==> config.mk <==
export PLATFORM = sky130hd
export DESIGN_NAME = bfs_ram
export DESIGN_NICKNAME = d
export VERILOG_FILES = /design/src/rtl/core/bfs_ram.sv
export SDC_FILE = /design/constraint.sdc
export NUM_CORES = 2
export LEC_CHECK = 0
export ABC_AREA = 1
export ABC_CLOCK_PERIOD_IN_PS = 2750
export BUFFER_PORTS_ARGS = -buffer_cell sky130_fd_sc_hd__buf_2
export CORE_MARGIN = 10
export CORE_UTILIZATION = 35
export DETAILED_ROUTE_END_ITERATION = 8
export GPL_ROUTABILITY_DRIVEN = 0
export SETUP_SLACK_MARGIN = 0.3
export SLEW_MARGIN = 10
export SYNTH_ARGS = -nofsm -noshare
export SYNTH_HDL_FRONTEND = slang
export SYNTH_SLANG_ARGS = --single-unit
==> constraint.sdc <==
create_clock -name clk_i -period 2.75 [get_ports clk_i]
set_input_delay 0.55 -clock clk_i [delete_from_list [all_inputs] [get_ports clk_i]]
set_output_delay 0.55 -clock clk_i [all_outputs]
set_load 0.1 [all_outputs]
==> src/rtl/core/bfs_ram.sv <==
`timescale 1ns / 1ps
// ----------------------------------------------------------------------------
// bfs_ram
// Single-port RAM with one write or read per cycle and registered read data.
// ----------------------------------------------------------------------------
module bfs_ram #(
  parameter int unsigned WIDTH = 8,
  parameter int unsigned DEPTH = 256
) (
  input  logic                     clk_i,
  input  logic                     we_i,
  input  logic [$clog2(DEPTH)-1:0] addr_i,
  input  logic [WIDTH-1:0]         wdata_i,
  output logic [WIDTH-1:0]         rdata_o
);

  logic [WIDTH-1:0] mem_q [DEPTH];

  always_ff @(posedge clk_i) begin
    if (we_i) begin
      mem_q[addr_i] <= wdata_i;
    end
    rdata_o <= mem_q[addr_i];
  end

endmodule
==> out/qor.csv <==
metric,value,unit
worst-slew-pin-transition,1.08,ns
antenna_left,0,
post-route-worst-setup-slack,0.362,ns
cts_tree,done,
dieHeight,512,um
timing.hold.worst.class,input pin to flop,
preCtsSetupSlack,-0.659,ns
cts_buffer_depth,3,
clock_insertion_delay_worst_skew,0.86,ns
max_cap_viol_count,0,
via_count_of_the_first_global_routing_pass,56630,
post_synthesis_register_bit_count,2056,
worstSetupPathType,input pin to flop,
min_period_over_period,86.8,%
synth_cell_types,18,
postCtsSetupBuffers,0,
combinational_family_with_the_most_area_after_synthesis,simple AND/OR/NAND/NOR gates,
grt_antenna_before_repair,14,
final_hold_viol_count,0,
routed_via_density,4.93,
timing.critical_path.from_type,input pin,
yosys_warnings,0,
dieArea,0.263,mm^2
leading_cell_type_in_the_layout_fill_and_taps_excluded,sky130_fd_sc_hd__nand2_1,
detail_route.wl_per_cell,20.5,um
synth_top_cell_area_share,72.5,%
report.final.slew_viol_count,0,
synthesis.instances,8021,
fin_cells,11807,
track_usage,17.9,%
total_of_buffers_placed_on_input_and_output_ports,25,
synth_ff_type,sky130_fd_sc_hd__edfxtp_1,
finalSetupViolations,0,
synth_fp_nets,8039,
library_cell_occupying_the_most_area_in_the_post_synthesis_netlist,sky130_fd_sc_hd__edfxtp_1,
whs,0.0755,ns
synthMuxAreaShare,0,%
std_cell_rows,180,
tritoncts.num_buffers,206,
proportion_of_layout_cells_with_a_drive_suffix_above_1,11.0,%
vias,58165,
layout.cells.most_common_list,"sky130_fd_sc_hd__nand2_1 (4768), sky130_fd_sc_hd__edfxtp_1 (2048), sky130_fd_sc_hd__buf_4 (503)",
grt_setup_unrepaired,true,
wirelength,242000,um
dp_hpwl,153000,um
synthSimpleGateAreaFrac,23.8,%
critical-path-top-cell-by-count,sky130_fd_sc_hd__nand2_1,
critPathCaptureType,flop,
timing.clock.skew,0.0677,ns
post_synth_instance_area,0.0849,mm^2
mean_cell_area_of_the_mapped_netlist,10.6,um^2
finalNetCount,8470,
clk_transition_reported_paths,0.06,ns
fp.coreArea,0.241,mm^2
synth_async_sr_flop_share,0,%
crit_arrival,3.17,ns
timing.critical_path.buf_inv,5,
clock_tree_root_buffer_cell,sky130_fd_sc_hd__clkbuf_16,
min_period,2.39,ns
floorplan.initialDensity,35.2,%
synth_compound_area_share,1.13,%
max_freq,0.419,GHz
synth_top_cells_by_area,"sky130_fd_sc_hd__edfxtp_1 (72%), sky130_fd_sc_hd__nand2_1 (21%), sky130_fd_sc_hd__nor2_1 (1.6%)",
crit_slowest_cell,sky130_fd_sc_hd__nor2_1,
synthAdderAreaFrac,0,%
number_of_optimization_iterations_in_the_first_detailed_route_pass,8,
crit_path_max_incr_delay,0.41,ns
worst_slew_margin_rel,27.6,%
timing.critical_path.cells,buf_8 -> inv_8 -> buf_12 -> buf_12 -> buf_4 -> nand2_1 -> nand2_1 -> nand2_1 -> nand2_1 -> nand2_1 -> nand2_1 -> o21ai_0 -> nand2_1 -> nor2_1 -> nor2_1 -> nor2_2 -> nand2_1,
cellLeakagePower,40.0,nW
grt_pass1_wl,362000,um
drc,0,
post_synth_xor_area_fraction,0,%
critical_path_peak_fanout,30,
htreeDepth,4,
synth_edf_count,2048,
detailedRoute.firstIterationViolations,6272,
layout-area-overhead-vs-synth,17.8,%
power_density,666,mW/mm^2
worst_ir_drop_vdd,725,uV
synth-seq-area-share,72.7,%
total_congestion_overflow_after_global_routing,0,
fp.dieW,512,um
cts_sinks,2056,
placedCellCount,11429,
ioPinCount,26,
cell_type_group_with_the_largest_total_delay_on_the_critical_path,simple AND/OR/NAND/NOR gates,
run_status,completed,
required,3.53,ns
grt_max_degree,102,
==> per-layer routing <==
layer	GRT usage, %	up-vias	part of all wire (%)	wire, um
li1	-	27239	-	-
met2	28.9	2196	47	113000
met1	24.8	28343	43	104000
met4	5.52	4	3.0	7170
met5	0	-	0.010	25
met3	2.63	383	7.3	17700
==> metrics by stage <==
stage	TNS, ns	util (%)	total power [mW]	area [um^2]
final	0	41.5	66.6	100000
after global routing	0	41.5	68.7	100000
after CTS	0	41.5	67.0	99900
after detailed placement	-19.21	38.7	39.6	93300
after global placement	-12.67	38.7	39.6	93300
after floorplan	0	-	37.3	84900
==> final timing paths <==
check,from,end,slack [ns],cells after the start
worst max register to register,mem_q[189][7],rdata_o[7],0.52,13
worst min register to register,mem_q[99][2],rdata_o[2],0.96,10
worst max-delay path,addr_i[0],rdata_o[3],0.36,17
worst min-delay path,wdata_i[3],mem_q[163][3],0.08,1
==> Yosys cell counts (6+ instances only) <==
library cell               instances
sky130_fd_sc_hd__nand2_1        4770
sky130_fd_sc_hd__edfxtp_1       2048
sky130_fd_sc_hd__nor2_1          361
sky130_fd_sc_hd__nand3_1         188
sky130_fd_sc_hd__buf_2           182
sky130_fd_sc_hd__clkbuf_1        170
sky130_fd_sc_hd__o21ai_1         119
sky130_fd_sc_hd__buf_1            52
sky130_fd_sc_hd__o21ai_0          41
sky130_fd_sc_hd__a21oi_1          32
sky130_fd_sc_hd__inv_1            31
sky130_fd_sc_hd__dfxtp_1           8
sky130_fd_sc_hd__buf_6             7
sky130_fd_sc_hd__buf_4             6
==> power by group <==
group | internal (mW) | leakage, nW | switching, mW
sequential | 34.5 | 18.5 | 0.0579
clock | 15.7 | 3.22 | 11.9
combinational | 1.21 | 18.3 | 3.20
total | 51.5 | 40.0 | 15.1
==> sequential cells by signal, indices dropped and copies added, names as in the netlist <==
signal,flops
mem_q,2048
rdata_o,8
==> final cells by class <==
type,instances,area [um^2]
Antenna cell,3,7.51
Clock buffer,257,5520
Clock inverter,118,1070
Fill cell,22672,141000
Inverter,35,165
Multi-Input combinational cell,5513,21300
Sequential cell,2056,61700
Tap cell,3185,3990
Timing Repair Buffer,640,6300
==> cell families after synthesis <==
| family | Yosys count |
|---|---|
| AOI/OAI and AO/OA | 192 |
| buffers and inverters | 452 |
| DFF | 2056 |
| and+or+nand+nor | 5321 |
==> timing repair <==
| item | in CTS | in global routing |
|---|---|---|
| hold buffers | 0 | 0 |
| gates resized for setup | 7 | 5 |
| pin swaps | 0 | 0 |
| setup endpoints to repair | 6 | 5 |
| cloned | 0 | 0 |
| hold endpoints to repair | 0 | 0 |
Power figures use the tool's default switching activity.
